## src/rtl/core/aa_glyph_run_renderer_assert.svh

```systemverilog
// Assertion macros shared by the glyph run renderer modules.
`ifndef AA_GLYPH_RUN_RENDERER_ASSERT_SVH
`define AA_GLYPH_RUN_RENDERER_ASSERT_SVH

// Same-cycle implication, checked on clk, off while rst_n is low.
`define AAGR_ASSERT_IMP(name, ante, cons, msg) \
  name: assert property (@(posedge clk) disable iff (!rst_n) (ante) |-> (cons)) \
    else $error(msg);

// Next-cycle implication, checked on clk, off while rst_n is low.
`define AAGR_ASSERT_NXT(name, ante, cons, msg) \
  name: assert property (@(posedge clk) disable iff (!rst_n) (ante) |=> (cons)) \
    else $error(msg);

`endif

```

## src/rtl/core/aagr_pkg.sv

```systemverilog
// Types, widths and codes shared by the glyph run renderer.
`default_nettype none
package aagr_pkg;

  localparam int CFG_IDX_W  = 3;
  localparam int CFG_DATA_W = 16;
  localparam int WIN_W      = 10;
  localparam int COLOR_W    = 16;
  localparam int GX_W       = 12;
  localparam int GY_W       = 10;
  localparam int GW_W       = 10;
  localparam int CODE_W     = 8;
  localparam int LEN_W      = 6;
  localparam int CUR_X_W    = 13;
  localparam int CUR_Y_W    = 11;
  localparam int DIV_N_W    = 13;
  localparam int DIV_CNT_W  = 4;
  localparam int IN_DATA_W  = 40;
  localparam int OUT_DATA_W = 40;

  localparam int DEF_SCREEN_HEIGHT = 240;

  localparam logic signed [CUR_X_W-1:0] X_MAX = 13'sd2047;
  localparam logic [CUR_Y_W-1:0]        Y_MAX = 11'd2047;

  localparam logic [WIN_W-1:0]   RST_WIN_LEFT  = 10'd0;
  localparam logic [WIN_W-1:0]   RST_WIN_RIGHT = 10'd319;
  localparam logic [COLOR_W-1:0] RST_FG        = 16'hFFFF;
  localparam logic [COLOR_W-1:0] RST_BG        = 16'h0000;
  localparam logic [COLOR_W-1:0] RST_HALF      = 16'h0000;
  localparam logic [COLOR_W-1:0] RST_QUARTER   = 16'h0000;

  localparam logic FUNC_BEGIN = 1'b0;
  localparam logic FUNC_RUN   = 1'b1;

  typedef enum logic [CFG_IDX_W-1:0] {
    REG_WIN_LEFT  = 3'd0,
    REG_WIN_RIGHT = 3'd1,
    REG_FG        = 3'd2,
    REG_BG        = 3'd3,
    REG_HALF      = 3'd4,
    REG_QUARTER   = 3'd5
  } reg_idx_t;

  typedef enum logic [1:0] {
    LVL_BG      = 2'd0,
    LVL_QUARTER = 2'd1,
    LVL_HALF    = 2'd2,
    LVL_FG      = 2'd3
  } level_t;

  typedef enum logic [1:0] {
    S_IDLE,
    S_DECODE,
    S_DRAW,
    S_DIV
  } state_t;

  typedef struct packed {
    logic begin_glyph;
    logic load_run;
    logic skip_move;
    logic div_start;
    logic div_commit;
    logic emit;
  } cmd_t;

  typedef struct packed {
    logic transparent;
    logic wraps;
    logic dead;
    logic len_zero;
    logic out_free;
    logic last_pix;
    logic div_done;
  } sts_t;

endpackage
`default_nettype wire

```

## src/rtl/core/aagr_div.sv

```systemverilog
// Restoring divider, one quotient bit per cycle, for the transparent skip wrap.
`default_nettype none
`include "aa_glyph_run_renderer_assert.svh"
module aagr_div (
  input  wire                          clk,
  input  wire                          rst_n,
  input  wire                          start,
  input  wire [aagr_pkg::DIV_N_W-1:0]  dividend,
  input  wire [aagr_pkg::GW_W-1:0]     divisor,
  output logic                         done,
  output logic [aagr_pkg::DIV_N_W-1:0] quotient,
  output logic [aagr_pkg::GW_W-1:0]    remainder
);
  import aagr_pkg::*;

  logic                 busy_r, busy_nxt;
  logic                 done_r, done_nxt;
  logic [DIV_CNT_W-1:0] cnt_r, cnt_nxt;
  logic [DIV_N_W-1:0]   quo_r, quo_nxt;
  logic [GW_W-1:0]      rem_r, rem_nxt;
  logic [GW_W:0]        trial;
  logic [GW_W:0]        trial_diff;
  logic                 ge;

  assign trial      = {rem_r, quo_r[DIV_N_W-1]};
  assign ge         = trial >= {1'b0, divisor};
  assign trial_diff = trial - {1'b0, divisor};

  always_comb begin
    busy_nxt = busy_r;
    done_nxt = 1'b0;
    cnt_nxt  = cnt_r;
    quo_nxt  = quo_r;
    rem_nxt  = rem_r;
    if (start) begin
      busy_nxt = 1'b1;
      cnt_nxt  = '0;
      quo_nxt  = dividend;
      rem_nxt  = '0;
    end else if (busy_r) begin
      quo_nxt = {quo_r[DIV_N_W-2:0], ge};
      rem_nxt = ge ? trial_diff[GW_W-1:0] : trial[GW_W-1:0];
      cnt_nxt = cnt_r + DIV_CNT_W'(1);
      if (cnt_r == DIV_CNT_W'(DIV_N_W - 1)) begin
        busy_nxt = 1'b0;
        done_nxt = 1'b1;
      end
    end
  end

  always_ff @(posedge clk) begin
    if (!rst_n) begin
      busy_r <= 1'b0;
      done_r <= 1'b0;
    end else begin
      busy_r <= busy_nxt;
      done_r <= done_nxt;
    end
  end

  always_ff @(posedge clk) begin
    cnt_r <= cnt_nxt;
    quo_r <= quo_nxt;
    rem_r <= rem_nxt;
  end

  assign done      = done_r;
  assign quotient  = quo_r;
  assign remainder = rem_r;

  `AAGR_ASSERT_IMP(a_div_done_idle, done_r, !busy_r, "divider done while still busy")

endmodule
`default_nettype wire

```

## src/rtl/core/aagr_ctrl.sv

```systemverilog
// Controller state machine: sequences begin, skip, divide and pixel emission.
`default_nettype none
`include "aa_glyph_run_renderer_assert.svh"
module aagr_ctrl (
  input  wire                 clk,
  input  wire                 rst_n,
  input  wire                 in_tvalid,
  output logic                in_tready,
  input  wire                 in_func,
  input  wire aagr_pkg::sts_t sts,
  output aagr_pkg::cmd_t      cmd
);
  import aagr_pkg::*;

  state_t state_r, state_nxt;
  logic   in_acc;

  assign in_tready = (state_r == S_IDLE);
  assign in_acc    = in_tvalid && in_tready;

  always_comb begin
    state_nxt = state_r;
    unique case (state_r)
      S_IDLE: begin
        if (in_acc && (in_func == FUNC_RUN)) state_nxt = S_DECODE;
      end
      S_DECODE: begin
        if (sts.transparent) begin
          state_nxt = sts.wraps ? S_DIV : S_IDLE;
        end else if (sts.dead || sts.len_zero) begin
          state_nxt = S_IDLE;
        end else begin
          state_nxt = S_DRAW;
        end
      end
      S_DRAW: begin
        if (sts.out_free && sts.last_pix) state_nxt = S_IDLE;
      end
      S_DIV: begin
        if (sts.div_done) state_nxt = S_IDLE;
      end
      default: state_nxt = S_IDLE;
    endcase
  end

  always_comb begin
    cmd = '0;
    unique case (state_r)
      S_IDLE: begin
        cmd.begin_glyph = in_acc && (in_func == FUNC_BEGIN);
        cmd.load_run    = in_acc && (in_func == FUNC_RUN);
      end
      S_DECODE: begin
        cmd.skip_move = sts.transparent && !sts.wraps;
        cmd.div_start = sts.transparent && sts.wraps;
      end
      S_DRAW: begin
        cmd.emit = sts.out_free;
      end
      S_DIV: begin
        cmd.div_commit = sts.div_done;
      end
      default: cmd = '0;
    endcase
  end

  always_ff @(posedge clk) begin
    if (!rst_n) begin
      state_r <= S_IDLE;
    end else begin
      state_r <= state_nxt;
    end
  end

  `AAGR_ASSERT_NXT(a_div_wait, (state_r == S_DIV) && !sts.div_done, state_r == S_DIV,
                   "left divide wait early")
  `AAGR_ASSERT_NXT(a_run_end, cmd.emit && sts.last_pix, in_tready,
                   "no return to idle after last pixel")

endmodule
`default_nettype wire

```

## src/rtl/core/aagr_dp.sv

```systemverilog
// Datapath: config registers, cursor state, skip arithmetic and pixel output register.
`default_nettype none
`include "aa_glyph_run_renderer_assert.svh"
module aagr_dp #(
  parameter int SCREEN_HEIGHT = aagr_pkg::DEF_SCREEN_HEIGHT
) (
  input  wire                             clk,
  input  wire                             rst_n,
  input  wire                             cfg_wr_en,
  input  wire [aagr_pkg::CFG_IDX_W-1:0]   cfg_index,
  input  wire [aagr_pkg::CFG_DATA_W-1:0]  cfg_wdata,
  input  wire [aagr_pkg::IN_DATA_W-1:0]   in_tdata,
  input  wire                             out_tready,
  output logic                            out_tvalid,
  output logic [aagr_pkg::OUT_DATA_W-1:0] out_tdata,
  output logic                            out_tuser,
  output logic                            out_tlast,
  input  wire aagr_pkg::cmd_t             cmd,
  output aagr_pkg::sts_t                  sts
);
  import aagr_pkg::*;

  localparam logic [CUR_Y_W-1:0] SH = CUR_Y_W'(SCREEN_HEIGHT);

  // configuration
  logic [WIN_W-1:0]   win_left_r, win_right_r;
  logic [COLOR_W-1:0] fg_r, bg_r, half_r, quarter_r;

  // cursor and glyph geometry
  logic signed [CUR_X_W-1:0] cursor_x_r;
  logic [CUR_Y_W-1:0]        cursor_y_r;
  logic signed [GX_W-1:0]    row_start_r, row_end_r;
  logic [GW_W-1:0]           cell_w_r;

  logic [CODE_W-1:0] run_r;
  logic [LEN_W-1:0]  cnt_r;

  logic               out_valid_r;
  logic [GX_W-1:0]    out_x_r;
  logic [GY_W-1:0]    out_y_r;
  logic [COLOR_W-1:0] out_color_r;
  logic               out_we_r, out_last_r;

  // input fields
  logic signed [GX_W-1:0] gx;
  logic [GY_W-1:0]        gy;
  logic [GW_W-1:0]        gw;
  logic [CODE_W-1:0]      gcode;

  assign gx    = in_tdata[GX_W-1:0];
  assign gy    = in_tdata[GX_W+GY_W-1:GX_W];
  assign gw    = in_tdata[GX_W+GY_W+GW_W-1:GX_W+GY_W];
  assign gcode = in_tdata[IN_DATA_W-1:GX_W+GY_W+GW_W];

  // begin: right edge, saturated
  logic [GW_W-1:0]           bw;
  logic signed [CUR_X_W-1:0] gx_ext, bw_ext, be;
  logic signed [GX_W-1:0]    be_sat;

  assign bw     = (gw == '0) ? GW_W'(1) : gw;
  assign gx_ext = {gx[GX_W-1], gx};
  assign bw_ext = {3'b000, bw};
  assign be     = gx_ext + bw_ext;
  assign be_sat = (be > X_MAX) ? X_MAX[GX_W-1:0] : be[GX_W-1:0];

  // run decode
  level_t           level;
  logic [LEN_W-1:0] len;

  assign level = level_t'(run_r[CODE_W-1:LEN_W]);
  assign len   = run_r[LEN_W-1:0];

  logic signed [CUR_X_W:0] x_ext, rs_ext, re_ext, x_skip, d_skip, xn;
  logic signed [CUR_X_W:0] wl_ext, wr_ext, len_ext;

  assign x_ext   = {cursor_x_r[CUR_X_W-1], cursor_x_r};
  assign rs_ext  = {{2{row_start_r[GX_W-1]}}, row_start_r};
  assign re_ext  = {{2{row_end_r[GX_W-1]}}, row_end_r};
  assign wl_ext  = {4'b0000, win_left_r};
  assign wr_ext  = {4'b0000, win_right_r};
  assign len_ext = {8'b0000_0000, len};
  assign x_skip  = x_ext + len_ext;
  assign d_skip  = x_skip - rs_ext;   // never negative
  assign xn      = x_ext + 14'sd1;

  // draw step
  logic               row_wrap, stop, we;
  logic [CUR_Y_W-1:0] yn;
  logic [COLOR_W-1:0] color;

  assign row_wrap = xn >= re_ext;
  assign yn       = cursor_y_r + CUR_Y_W'(1);
  assign stop     = row_wrap && (yn >= SH);
  assign we       = (x_ext >= wl_ext) && (x_ext < wr_ext);

  always_comb begin
    case (level)
      LVL_FG:      color = fg_r;
      LVL_HALF:    color = half_r;
      LVL_QUARTER: color = quarter_r;
      default:     color = bg_r;
    endcase
  end

  // divider for the transparent wrap
  logic                div_done;
  logic [DIV_N_W-1:0]  quo;
  logic [GW_W-1:0]     rem;
  logic [CUR_Y_W+2:0]  ysum;
  logic [CUR_Y_W-1:0]  y_wrap;
  logic signed [CUR_X_W-1:0] x_wrap;

  aagr_div u_div (
    .clk       (clk),
    .rst_n     (rst_n),
    .start     (cmd.div_start),
    .dividend  (d_skip[DIV_N_W-1:0]),
    .divisor   (cell_w_r),
    .done      (div_done),
    .quotient  (quo),
    .remainder (rem)
  );

  assign ysum   = {3'b000, cursor_y_r} + {1'b0, quo};
  assign y_wrap = (ysum > {3'b000, Y_MAX}) ? Y_MAX : ysum[CUR_Y_W-1:0];
  assign x_wrap = {row_start_r[GX_W-1], row_start_r} + $signed({3'b000, rem});

  logic out_free;
  assign out_free = !out_valid_r || out_tready;

  always_comb begin
    sts             = '0;
    sts.transparent = (level == LVL_BG) && (bg_r == fg_r);
    sts.wraps       = x_skip >= re_ext;
    sts.dead        = cursor_y_r >= SH;
    sts.len_zero    = (len == '0);
    sts.out_free    = out_free;
    sts.last_pix    = stop || (cnt_r == LEN_W'(1));
    sts.div_done    = div_done;
  end

  // configuration writes
  always_ff @(posedge clk) begin
    if (!rst_n) begin
      win_left_r  <= RST_WIN_LEFT;
      win_right_r <= RST_WIN_RIGHT;
      fg_r        <= RST_FG;
      bg_r        <= RST_BG;
      half_r      <= RST_HALF;
      quarter_r   <= RST_QUARTER;
    end else if (cfg_wr_en) begin
      unique case (reg_idx_t'(cfg_index))
        REG_WIN_LEFT:  win_left_r  <= cfg_wdata[WIN_W-1:0];
        REG_WIN_RIGHT: win_right_r <= cfg_wdata[WIN_W-1:0];
        REG_FG:        fg_r        <= cfg_wdata;
        REG_BG:        bg_r        <= cfg_wdata;
        REG_HALF:      half_r      <= cfg_wdata;
        REG_QUARTER:   quarter_r   <= cfg_wdata;
        default: ;
      endcase
    end
  end

  // cursor state
  logic signed [CUR_X_W-1:0] cursor_x_nxt;
  logic [CUR_Y_W-1:0]        cursor_y_nxt;

  always_comb begin
    cursor_x_nxt = cursor_x_r;
    cursor_y_nxt = cursor_y_r;
    if (cmd.begin_glyph) begin
      cursor_x_nxt = gx_ext;
      cursor_y_nxt = {1'b0, gy};
    end else if (cmd.skip_move) begin
      cursor_x_nxt = x_skip[CUR_X_W-1:0];
    end else if (cmd.div_commit) begin
      cursor_x_nxt = x_wrap;
      cursor_y_nxt = y_wrap;
    end else if (cmd.emit) begin
      if (row_wrap) begin
        cursor_y_nxt = yn;
        // at the screen bottom the cursor stays past the right edge
        cursor_x_nxt = stop ? xn[CUR_X_W-1:0] : {row_start_r[GX_W-1], row_start_r};
      end else begin
        cursor_x_nxt = xn[CUR_X_W-1:0];
      end
    end
  end

  always_ff @(posedge clk) begin
    if (!rst_n) begin
      cursor_x_r  <= '0;
      cursor_y_r  <= '0;
      row_start_r <= '0;
      row_end_r   <= '0;
      cell_w_r    <= GW_W'(1);
      out_valid_r <= 1'b0;
    end else begin
      cursor_x_r <= cursor_x_nxt;
      cursor_y_r <= cursor_y_nxt;
      if (cmd.begin_glyph) begin
        row_start_r <= gx;
        row_end_r   <= be_sat;
        cell_w_r    <= bw;
      end
      if (cmd.emit) begin
        out_valid_r <= 1'b1;
      end else if (out_tready) begin
        out_valid_r <= 1'b0;
      end
    end
  end

  always_ff @(posedge clk) begin
    if (cmd.load_run) begin
      run_r <= gcode;
      cnt_r <= gcode[LEN_W-1:0];
    end else if (cmd.emit) begin
      cnt_r <= cnt_r - LEN_W'(1);
    end
    if (cmd.emit) begin
      out_x_r     <= cursor_x_r[GX_W-1:0];
      out_y_r     <= cursor_y_r[GY_W-1:0];
      out_color_r <= color;
      out_we_r    <= we;
      out_last_r  <= stop || (cnt_r == LEN_W'(1));
    end
  end

  assign out_tvalid = out_valid_r;
  assign out_tdata  = {2'b00, out_color_r, out_y_r, out_x_r};
  assign out_tuser  = out_we_r;
  assign out_tlast  = out_last_r;

  `AAGR_ASSERT_IMP(a_emit_on_screen, cmd.emit, cursor_y_r < SH,
                   "pixel emitted below screen bottom")
  `AAGR_ASSERT_IMP(a_emit_room, cmd.emit, out_free, "pixel emitted over a pending request")

endmodule
`default_nettype wire

```

## src/rtl/core/aa_glyph_run_renderer.sv

```systemverilog
// Top level of the run-length anti-aliased glyph renderer (RGB565 pixels).
//
// Input stream: in_tuser picks the item kind (0 begin glyph, 1 run byte).
// A begin request loads origin and width and produces no output. A run
// request passes a decode state, then one pixel per cycle while the output
// is not stalled, for its length (up to 63) or to the screen bottom; the
// input is held until the run is done. A transparent background run
// (foreground equal to background) only moves the cursor; when it wraps
// rows, the bit-serial divider computes the row and column after the skip.
// Output stream: one registered request per pixel, after the decode state;
// out_tlast marks the final pixel of a run, out_tuser the
// window write enable. A stalled receiver holds the pixel in the output
// register and the controller waits; nothing is dropped.
// The config port writes one register per cycle with cfg_wr_en; write only
// while no run is in progress.
// Reset (synchronous, rst_n low) restores register defaults and puts the
// cursor at the origin of a one-column glyph; no clearing pass is needed.
`default_nettype none
module aa_glyph_run_renderer #(
  parameter int SCREEN_HEIGHT = aagr_pkg::DEF_SCREEN_HEIGHT
) (
  input  wire                             clk,
  input  wire                             rst_n,
  input  wire                             cfg_wr_en,
  input  wire [aagr_pkg::CFG_IDX_W-1:0]   cfg_index,
  input  wire [aagr_pkg::CFG_DATA_W-1:0]  cfg_wdata,
  input  wire                             in_tvalid,
  output logic                            in_tready,
  // glyph_x[11:0], glyph_y[21:12], glyph_width[31:22], run_code[39:32]
  input  wire [aagr_pkg::IN_DATA_W-1:0]   in_tdata,
  // func[0]
  input  wire                             in_tuser,
  output logic                            out_tvalid,
  input  wire                             out_tready,
  // pixel_x[11:0], pixel_y[21:12], pixel_color[37:22], zero[39:38]
  output logic [aagr_pkg::OUT_DATA_W-1:0] out_tdata,
  // write_enable[0]
  output logic                            out_tuser,
  output logic                            out_tlast
);
  import aagr_pkg::*;

  cmd_t cmd;
  sts_t sts;

  aagr_ctrl u_ctrl (
    .clk       (clk),
    .rst_n     (rst_n),
    .in_tvalid (in_tvalid),
    .in_tready (in_tready),
    .in_func   (in_tuser),
    .sts       (sts),
    .cmd       (cmd)
  );

  aagr_dp #(
    .SCREEN_HEIGHT (SCREEN_HEIGHT)
  ) u_dp (
    .clk        (clk),
    .rst_n      (rst_n),
    .cfg_wr_en  (cfg_wr_en),
    .cfg_index  (cfg_index),
    .cfg_wdata  (cfg_wdata),
    .in_tdata   (in_tdata),
    .out_tready (out_tready),
    .out_tvalid (out_tvalid),
    .out_tdata  (out_tdata),
    .out_tuser  (out_tuser),
    .out_tlast  (out_tlast),
    .cmd        (cmd),
    .sts        (sts)
  );

endmodule
`default_nettype wire

```

## config.mk

```make
export PLATFORM = sky130hd
export DESIGN_NAME = aa_glyph_run_renderer
export DESIGN_NICKNAME = d
export VERILOG_FILES = /design/src/rtl/core/aagr_pkg.sv /design/src/rtl/core/aagr_div.sv /design/src/rtl/core/aagr_ctrl.sv /design/src/rtl/core/aagr_dp.sv /design/src/rtl/core/aa_glyph_run_renderer.sv
export VERILOG_INCLUDE_DIRS = /design/src /design/src/rtl/core
export SDC_FILE = /design/constraint.sdc
export NUM_CORES = 1
export LEC_CHECK = 0
export ABC_AREA = 1
export BUFFER_PORTS_ARGS = -buffer_cell sky130_fd_sc_hd__buf_2
export CAP_MARGIN = 15
export CORE_ASPECT_RATIO = 1.25
export CORE_MARGIN = 4
export CORE_UTILIZATION = 55
export CTS_BUF_LIST = sky130_fd_sc_hd__clkbuf_8
export DETAILED_ROUTE_END_ITERATION = 12
export PLACE_DENSITY = 0.82
export SLEW_MARGIN = 25
export SYNTH_ARGS = -nofsm -noshare
export SYNTH_HDL_FRONTEND = slang
export SYNTH_HIERARCHICAL = 1
export SYNTH_SLANG_ARGS = --single-unit
export TNS_END_PERCENT = 5
```

## constraint.sdc

```tcl
create_clock -name clk -period 3.9 [get_ports clk]
set_clock_uncertainty 0.15 [all_clocks]
set_input_delay 0.78 -clock clk [delete_from_list [all_inputs] [get_ports clk]]
set_output_delay 0.78 -clock clk [all_outputs]
set_load 0.01 [all_outputs]
```

==> flow_summary.toml, run 1 <==
[run_status]
outcome = "complete, but fails checks"
violations = "negative setup slack"

[die]
initial_core_util = 0.556
dieArea_um2 = 28900
io-pin-count = 109
core_area_um2 = 25900
die_x_um = 153
rows = 66
die_y_um = 189

[pwr]
power_leakage_nw = 7.74
peakVddDrop_mv = 0.372
power_density_nw_per_um2 = 627

[sta]
slew_headroom = 0.426
period_minus_slack_ns = 4.10
fmax_mhz = 244
worst_pin_slew_ns = 0.860
hold_ws_ns = 0.268
setup_slack_ns = -0.201
post-route-period-util = 1.05
tns_ns = -4.15
setup_violations = 37
slew_violations = 0
rsz0062_at_grt = "yes"
hold_viol = 0

[critical_path]
required_ns = 4.20
crit_family = "simple AND/OR/NAND/NOR gates"
cpMaxStageDelayCell = "edfxtp_1"
cp-end-kind = "register"
r2r-start = "u_dp/run_r[3]$_DFFE_PP_"
crit_start = "u_dp/run_r[3]$_DFFE_PP_"
worstPathBufferInverterCount = 3
cp-start-kind = "register"
path_common_cell = "nand2_1"
max_stage_delay_ns = 0.45
crit_fanout = 5
crit_arrival_ns = 4.40
critical_path_class = "register to register"
reg2reg_depth = 22
cp.depth = 22
crit_chain = "ha_4 > nand2_1 > o21ai_1 > nor2_2 > xnor2_1 > ha_1 > nand2_1 > inv_1 > nand3_2 > o221ai_2 > nand2_1 > o2111ai_2 > xor2_1 > nand2_1 > nor3_2 > inv_2 > o21ai_4 > nor2_4 > nor2_4 > buf_12 > a21oi_1 > a21oi_1"

[layout]
antenna_cells = 0
fin_area_um2 = 16700
area_growth_syn_to_layout_pct = 15.8
drive_gt1_frac = 0.167
mostFrequentLayoutCells = "nand2_1, inv_1, dfxtp_1, o21ai_0, nor2_1"
final_nets = 2276
fin_cells = 2462
layout_commonest_cell = "nand2_1"

[cts]
cts-root-buf = "clkbuf_8"
ctsHtreeMaxLevel = 2
cts_inserted_buffers = 38
clock_sinks = 228
cts_tree = "done"
clk_latency_ns = 0.56
cts_max_path_buffers = 3
clkTransAtPathRegs_ns = 0.07
cts_hold_buf = 0

[synth]
netlist_top_cells_area = "dfxtp_1, edfxtp_1, nand2_1, ha_1, inv_1"
synth_top_area_share = 0.223
syn_area_um2 = 14400
synth_area_leader_cell = "dfxtp_1"
synth_flop_cell = "dfxtp_1"
avgSynthCellArea_um2 = 7.42
synthCells = 1943
synth_cell_types = 57
synth-seq-area-share = 0.363
synth_edf_count = 67
ys_warn_count = 6
synth-seq-cells = 228
synthArstFlopShare = 0

[grt]
met3_usage = 0.0439
use_met2 = 0.490
grt-busiest-layer = "met2"
grt_max_degree = 65
grt_pass1_wl_um = 66400
antenna_found_initial = 0
track_usage = 0.278
grt_remaining_overflow = 0
grt_pass1_vias = 13600
grt_use_met1 = 0.324

[route]
vias = 14000
vias_per_cell = 5.70
initialDrtViolationCount = 1077
drc_errors = 0
wl_um = 41800
drt_pre_antenna_iters = 7
wl_per_cell_um = 17.0
postRouteAntennaNets = 0

[placement]
place.gp.congestion = 0.973
port_buffers = 106
preCtsSetupSlack_ns = -0.285
placed_area_um2 = 15600
dp_hpwl_um = 30700
placedCellCount = 2383

[run]
max_cap_violations = 0

[hold_path]
hold_class = "input pin to register"
hold_depth = 1
hp-start = "in_tdata[38]"
[area by class of cell]
class / instances / area [um2]
clock inverters: 28 / 243
flip-flops and latches: 228 / 5240
multi-input cells: 1385 / 8120
inverters: 261 / 980
well taps: 340 / 425
fillers: 2210 / 9220
clock buffers: 42 / 578
repair buffers: 178 / 1130
[cells by family after synthesis]
family                   after synthesis  synth area share
adder cells (fa/ha/maj)              119             0.106
other                                  1          0.000260
XOR/XNOR                              62            0.0387
AND/OR/NAND/NOR                      776             0.232
buffers and inverters                332            0.0917
AO/OA/AOI/OAI                        425             0.169
flip-flops                           228             0.363
[through the flow]
stage                      util  power [mW]
after global placement    0.601        7.68
after floorplan               -        6.44
after detailed placement  0.601        7.80
after CTS                 0.634        10.1
final                     0.644        10.5
after global routing      0.644        11.2
[final timing paths]
kind,endpoint,slack [ns]
hold / removal,u_dp/run_r[6]$_DFFE_PP_,0.27
setup reg to reg,u_dp/cursor_y_r[7]$_SDFFE_PN0P_,-0.20
hold reg to reg,u_dp/u_div/cnt_r[3]$_SDFFE_PP0P_,0.31
setup / recovery,u_dp/cursor_y_r[7]$_SDFFE_PN0P_,-0.20
[flip-flops by register name, indices dropped and copies added, names as in the netlist, 2 cells and up]
register and count:
u_dp/bg_r 16, u_dp/out_y_r 10, u_dp/run_r 8, u_dp/cell_w_r 10, u_dp/cursor_x_r 13, u_dp/quarter_r 16
u_dp/u_div/cnt_r 4, u_dp/u_div/quotient 13, u_dp/cnt_r 6, u_dp/half_r 16, u_dp/row_end_r 12, u_dp/fg_r 16
u_ctrl/state_r 2, u_dp/row_start_r 12, u_dp/cursor_y_r 11, u_dp/u_div/remainder 10, u_dp/win_right_r 10, u_dp/out_color_r 16
u_dp/win_left_r 10, u_dp/out_x_r 12
[synth_stat cells, types with 5 or more instances]
cell type / count
a21oi_1: 148
a21oi_2: 23
a31oi_1: 14
buf_2: 5
buf_4: 6
buf_6: 5
clkbuf_1: 53
dfxtp_1: 161
edfxtp_1: 67
fa_1: 6
ha_1: 113
inv_1: 256
nand2_1: 426
nand2_2: 8
nand3_1: 100
nand3_2: 6
nand3b_1: 8
nand4_1: 27
nor2_1: 153
nor2_2: 10
nor3_1: 18
o2111ai_1: 14
o211ai_1: 20
o21ai_0: 157
o21ai_1: 14
o21ai_2: 6
o22ai_1: 6
or2_2: 6
xnor2_1: 20
xor2_1: 40
[per-layer routing]
metal | wire length, um | vias to the layer above
li1 | - | 6752
met1 | 16200 | 6439
met2 | 20200 | 656
met3 | 2860 | 189
met4 | 2500 | 0
met5 | 0 | -
[what timing repair did]
action,in CTS,in global routing
gates resized for setup,9,49
gates cloned,0,2
setup endpoints to repair,61,68
setup buffers,0,7
pin swaps,3,21
[where the power goes]
group | switching, mW | internal, mW | leakage (nW)
Combinational | 3.08 | 1.92 | 5.34
Sequential | 0.298 | 2.88 | 1.93
Clock | 1.02 | 1.28 | 0.464
[worst register-to-register path, cell delays in order (launching register included)]
cell	delay (ns)
edfxtp_1	0.45
ha_4	0.33
nand2_1	0.08
o21ai_1	0.15
nor2_2	0.08
xnor2_1	0.42
ha_1	0.34
nand2_1	0.11
inv_1	0.08
nand3_2	0.09
o221ai_2	0.11
nand2_1	0.10
o2111ai_2	0.10
xor2_1	0.18
nand2_1	0.12
nor3_2	0.24
inv_2	0.10
o21ai_4	0.09
nor2_4	0.06
nor2_4	0.25
buf_12	0.16
a21oi_1	0.05
a21oi_1	0.17
Note: power is estimated with default switching activity, not from simulation.
==> run 2, diff against run 1 <==
Settings changed: ABC_AREA 1 to default.
==> run 2 against run 1 <==
  * The flow still finishes with violations (negative setup slack)
  * Power decreased by 39%
  * Via count down 12%
  * Fmax is 1.5% lower
  * Global-route usage rose by 0.066 points
  * Flip-flop and latch count stayed put
  * Core utilization grew 1.4 points
  * First-iteration DRC count fell by 11%
  * Wire length decreased by 4.4%
  * Non-clock buffer count is 23 higher
  * Critical path type unchanged
  * Largest power group is now registers
==> flow_summary.toml, run 2 <==
[layout]
drive_gt1_frac = 0.207
layout_commonest_cell = "nand2_1"
mostFrequentLayoutCells = "nand2_1, dfxtp_1, ha_1, buf_2, inv_1"
final_nets = 1895
area_growth_syn_to_layout_pct = 18.0
antenna_cells = 0

[cts]
cts_tree = "done"
cts_max_path_buffers = 3
cts_hold_buf = 0
ctsHtreeMaxLevel = 2
cts_inserted_buffers = 39
clk_latency_ns = 0.55
clkTransAtPathRegs_ns = 0.06
clock_sinks = 228
cts-root-buf = "clkbuf_8"

[pwr]
peakVddDrop_mv = 0.324
power_density_nw_per_um2 = 388
power_leakage_nw = 6.91
p_total_mw = 6.44

[synth]
synthAdderAreaFrac = 0.109
synth_top_area_share = 0.229
ys_top_cells_by_count = "nand2_1, dfxtp_1, ha_1"
avgSynthCellArea_um2 = 9.10
yosys.area_share.simple = 0.166
synthArstFlopShare = 0
synth_flop_cell = "dfxtp_1"
synth_edf_count = 67
synth_area_leader_cell = "dfxtp_1"
synthCells = 1546
netlist_top_cells_area = "dfxtp_1, edfxtp_1, ha_1, nand2_1, a21boi_0"
synth_xor_area_frac = 0.0586
synth_cell_types = 87
synth_top_family_by_area = "compound AO/OA/AOI/OAI gates"
synth_compound_area_frac = 0.186
synth-seq-cells = 228
ys_warn_count = 6
yosysMostFrequentCell = "nand2_1"
synth-seq-area-share = 0.372
muxShareOfSynthArea = 0.0611
syn_area_um2 = 14100

[critical_path]
required_ns = 4.03
reg2reg_depth = 18
crit_fanout = 14
reg2reg_setup_slack_ns = -0.27
crit_arrival_ns = 4.30
critical_path_class = "register to register"
cp-start-kind = "register"
cp-end-kind = "register"

[route]
wl_um = 39900
wl_per_cell_um = 19.2
postRouteAntennaNets = 0
vias_per_cell = 5.93
initialDrtViolationCount = 960
drc_errors = 0
drt_pre_antenna_iters = 7
vias = 12300

[die]
die_x_um = 151
io-pin-count = 109
initial_core_util = 0.558
die_y_um = 187
dieArea_um2 = 28200
rows = 65
core_area_um2 = 25200

[sta]
worst_pin_slew_ns = 1.01
setup_slack_ns = -0.265
hold_viol = 0
setup_violations = 54
hold_ws_ns = 0.259
slew_violations = 0
rsz0062_at_grt = "yes"
period_minus_slack_ns = 4.17
slew_headroom = 0.323
post-route-period-util = 1.07
fmax_mhz = 240

[grt]
grt_pass1_vias = 12200
antenna_found_initial = 0
track_usage = 0.278
grt_max_degree = 95
grt_remaining_overflow = 0
grt_pass1_wl_um = 63000

[placement]
port_buffers = 106
place.gp.congestion = 0.948
dp_hpwl_um = 28700
preCtsSetupSlack_ns = -0.376

[hold_path]
hold_class = "input pin to register"
hold_depth = 1

[run]
max_cap_violations = 0

[run_status]
violations = "negative setup slack"
outcome = "complete, but fails checks"
run 2: cell type report:
cell class	count	area (um2)
repair buffers	201	1320
flip-flops and latches	228	5240
multi-input cells	1155	8470
clock inverters	19	119
well taps	335	419
clock buffers	51	702
inverters	86	323
fillers	2033	8620
run 2: cell families after synthesis:
group	after synthesis
AND/OR/NAND/NOR	505
AO/OA/AOI/OAI	371
flip-flops	228
buffers and inverters	164
adder cells (fa/ha/maj)	119
XOR/XNOR	94
multiplexers	64
other	1
run 2: path summary, 6_finish.rpt:
| check | from | to |
|---|---|---|
| hold / removal | in_tdata[38] | u_dp/run_r[6]$_DFFE_PP_ |
| setup / recovery | u_dp/run_r[0]$_DFFE_PP_ | u_dp/u_div/quotient[7]$_DFFE_PP_ |
| setup reg to reg | u_dp/run_r[0]$_DFFE_PP_ | u_dp/u_div/quotient[7]$_DFFE_PP_ |
| hold reg to reg | u_dp/quarter_r[13]$_SDFFE_PN0P_ | u_dp/quarter_r[13]$_SDFFE_PN0P_ |
run 2: what timing repair did:
action,4_1_cts,5_1_grt
endpoints found under the setup margin,58,66
pin swaps,14,7
resized for setup,27,16
buffers inserted,7,6
run 2: power breakdown:
group	leakage [nW]	switching (mW)	total (mW)	internal, mW
sequential	1.93	0.0913	2.64	2.55
clock	0.472	1.00	2.25	1.25
combinational	4.51	0.862	1.55	0.684
total	6.91	1.95	6.44	4.48
run 2: critical path, stage by stage (launching register included):
cell and delay (ns):
edfxtp_1 0.40, ha_4 0.16, inv_2 0.04, fa_2 0.34
nor2b_2 0.13, o21ai_2 0.07, a21boi_2 0.22, o21ai_4 0.10
a21oi_1 0.18, xor2_1 0.12, ha_1 0.32, nand4_1 0.13
a211oi_2 0.23, o31a_1 0.27, buf_4 0.16, nor3b_4 0.23
buf_12 0.16, buf_12 0.15, mux2_2 0.34
run 2: stage by stage:
| stage | area (um2) | instances | utilization | setup TNS (ns) |
|---|---|---|---|---|
| 2_1_floorplan | 14200 | 1547 | - | -0.992 |
| 3_3_place_gp | 15500 | 1992 | 0.614 | -7.21 |
| 3_5_place_dp | 15500 | 1992 | 0.614 | -11.41 |
| 4_1_cts | 16500 | 2069 | 0.653 | -5.43 |
| 5_1_grt | 16600 | 2075 | 0.658 | -18.27 |
| 6_report | 16600 | 2075 | 0.658 | -8.92 |
run 2: layer usage:
metal  vias up  track usage  share of wire
li1       5828            -              -
met1      5806        0.351           0.41
met2       519        0.456           0.47
met3       143       0.0534          0.071
met4         0        0.132          0.051
met5         -            0              0
==> run 3, diff against run 2 <==
Settings changed: CELL_PAD_IN_SITES_DETAIL_PLACEMENT from default to 0, CELL_PAD_IN_SITES_GLOBAL_PLACEMENT from default to 1, CORE_UTILIZATION 55 to 44, PLACE_DENSITY 0.82 to 0.84.
==> run 3 against run 2 <==
  * Final cell count up 4.0%
  * Flip-flop and latch count is the same
  * Via count decreased by 2.8%
  * The flow still finishes with violations (negative setup slack)
  * First-iteration DRC count is 34% lower
  * Die area up 24%
  * Setup slack worse by 0.092 ns
  * Highest routed layer unchanged
  * Sequential power hardly changed
  * Sequential share of layout area decreased by 0.23 points
==> flow_summary.toml, run 3 (synthesis gave the netlist of run 2 again) <==
[die]
die_x_um = 168
initial_core_util = 0.450
die_y_um = 208
rows = 72
core_area_um2 = 31300
dieArea_um2 = 34900
io-pin-count = 109

[cts]
clk_latency_ns = 0.57
clkTransAtPathRegs_ns = 0.07
ctsHtreeMaxLevel = 2
cts_tree = "done"
cts-root-buf = "clkbuf_8"
clock_sinks = 228
cts_hold_buf = 0
cts_inserted_buffers = 40
cts_max_path_buffers = 3

[run]
max_cap_violations = 0

[run_status]
violations = "negative setup slack"
outcome = "complete, but fails checks"

[critical_path]
r2r-start = "u_dp/run_r[1]$_DFFE_PP_"
reg2reg_depth = 24
crit_arrival_ns = 4.56
cp-start-kind = "register"
required_ns = 4.20
cp-end-kind = "register"
r2r-end = "u_dp/cursor_x_r[10]$_SDFFE_PN0P_"
critical_path_class = "register to register"
crit_fanout = 4
reg2reg_setup_slack_ns = -0.36

[placement]
place.gp.congestion = 0.952
placed_area_um2 = 15600
dp_hpwl_um = 29500
port_buffers = 106

[route]
vias = 12000
postRouteAntennaNets = 0
drc_errors = 0
drt_pre_antenna_iters = 5
wl_per_cell_um = 18.6
wl_um = 40100
vias_per_cell = 5.54
initialDrtViolationCount = 637

[grt]
grt_pass1_vias = 11900
grt_remaining_overflow = 0
grt_pass1_wl_um = 63500
grt_max_degree = 78
track_usage = 0.223
antenna_found_initial = 0

[layout]
layout_commonest_cell = "nand2_1"
fin_util = 0.535
area_growth_syn_to_layout_pct = 18.8
final_nets = 1904
fin_area_um2 = 16700
antenna_cells = 0
mostFrequentLayoutCells = "nand2_1, dfxtp_1, ha_1, buf_2, buf_4"
drive_gt1_frac = 0.212

[sta]
period_minus_slack_ns = 4.26
slew_violations = 0
hold_ws_ns = 0.250
slew_headroom = 0.373
rsz0062_at_grt = "yes"
setup_violations = 54
worst_pin_slew_ns = 0.939
setup_slack_ns = -0.358
post-route-period-util = 1.09
tns_ns = -12.76
hold_viol = 0
fmax_mhz = 235

[hold_path]
hold_path_end = "u_dp/run_r[7]$_DFFE_PP_"
hold_class = "input pin to register"
hp-start = "in_tdata[39]"
hold_depth = 1

[pwr]
power_density_nw_per_um2 = 385
peakVddDrop_mv = 0.303
p_total_mw = 6.43
power_leakage_nw = 6.90
[run 3: how the worst max path moves through the flow]
| stage | startpoint | end | slack, ns |
|---|---|---|---|
| final | u_dp/run_r[1]$_DFFE_PP_ | u_dp/cursor_x_r[10]$_SDFFE_PN0P_ | -0.36 |
| after global placement | u_dp/run_r[1]$_DFFE_PP_ | u_dp/cursor_x_r[4]$_SDFFE_PN0P_ | -0.25 |
| after CTS | u_dp/cursor_x_r[0]$_SDFFE_PN0P_ | u_dp/cursor_x_r[10]$_SDFFE_PN0P_ | -0.24 |
| after global routing | u_dp/run_r[1]$_DFFE_PP_ | u_dp/cursor_x_r[10]$_SDFFE_PN0P_ | -0.56 |
| after floorplan | u_dp/cursor_x_r[0]$_SDFFE_PN0P_ | u_dp/cursor_x_r[10]$_SDFFE_PN0P_ | -0.13 |
| after detailed placement | u_dp/run_r[0]$_DFFE_PP_ | u_dp/cursor_x_r[4]$_SDFFE_PN0P_ | -0.41 |
[run 3: critical path, cell delays in order, from the launching register on]
cell,delay (ns)
edfxtp_1,0.37
buf_4,0.13
inv_1,0.05
fa_2,0.37
nor2b_2,0.14
o21ai_2,0.08
a21boi_2,0.16
o21ai_2,0.10
buf_4,0.16
a21oi_4,0.18
xor2_2,0.21
ha_1,0.29
a21oi_2,0.15
o21ai_1,0.07
o31a_1,0.34
nor3_4,0.24
nor2_4,0.08
nand2_4,0.11
nor2_4,0.07
buf_6,0.14
nand2_2,0.06
o21ai_2,0.04
nand2_1,0.08
o41ai_2,0.07
a311o_1,0.33
[run 3: final cells by class]
type,count,area (um2)
inverter,86,323
timing repair buffer,209,1380
clock buffer,45,619
fill,2840,14600
clock inverter,28,194
tap,407,509
multi-input combinational,1155,8440
sequential,228,5240
[run 3: timing repair]
action / 4_1_cts / 5_1_grt
pin swaps: 10 / 33
buffers inserted: 9 / 8
endpoints found under the setup margin: 57 / 67
gates resized for setup: 10 / 24
[run 3: metal layers]
layer	vias to the layer above	track usage	share of wire
met2	316	0.394	0.50
met4	0	0.0876	0.043
met1	5715	0.271	0.41
met3	89	0.0360	0.046
li1	5835	-	-
met5	-	0	0
[run 3: metrics by stage]
| stage | instances | setup slack, ns |
|---|---|---|
| final | 2158 | -0.358 |
| after global routing | 2158 | -0.559 |
| after CTS | 2151 | -0.237 |
| after detailed placement | 2069 | -0.405 |
| after global placement | 2069 | -0.253 |
| after floorplan | 1547 | -0.125 |
[run 3: power by group]
| part | switching, mW | internal (mW) | leakage, nW |
|---|---|---|---|
| logic | 0.832 | 0.700 | 4.53 |
| registers | 0.0906 | 2.55 | 1.93 |
| clock network | 1.05 | 1.20 | 0.442 |
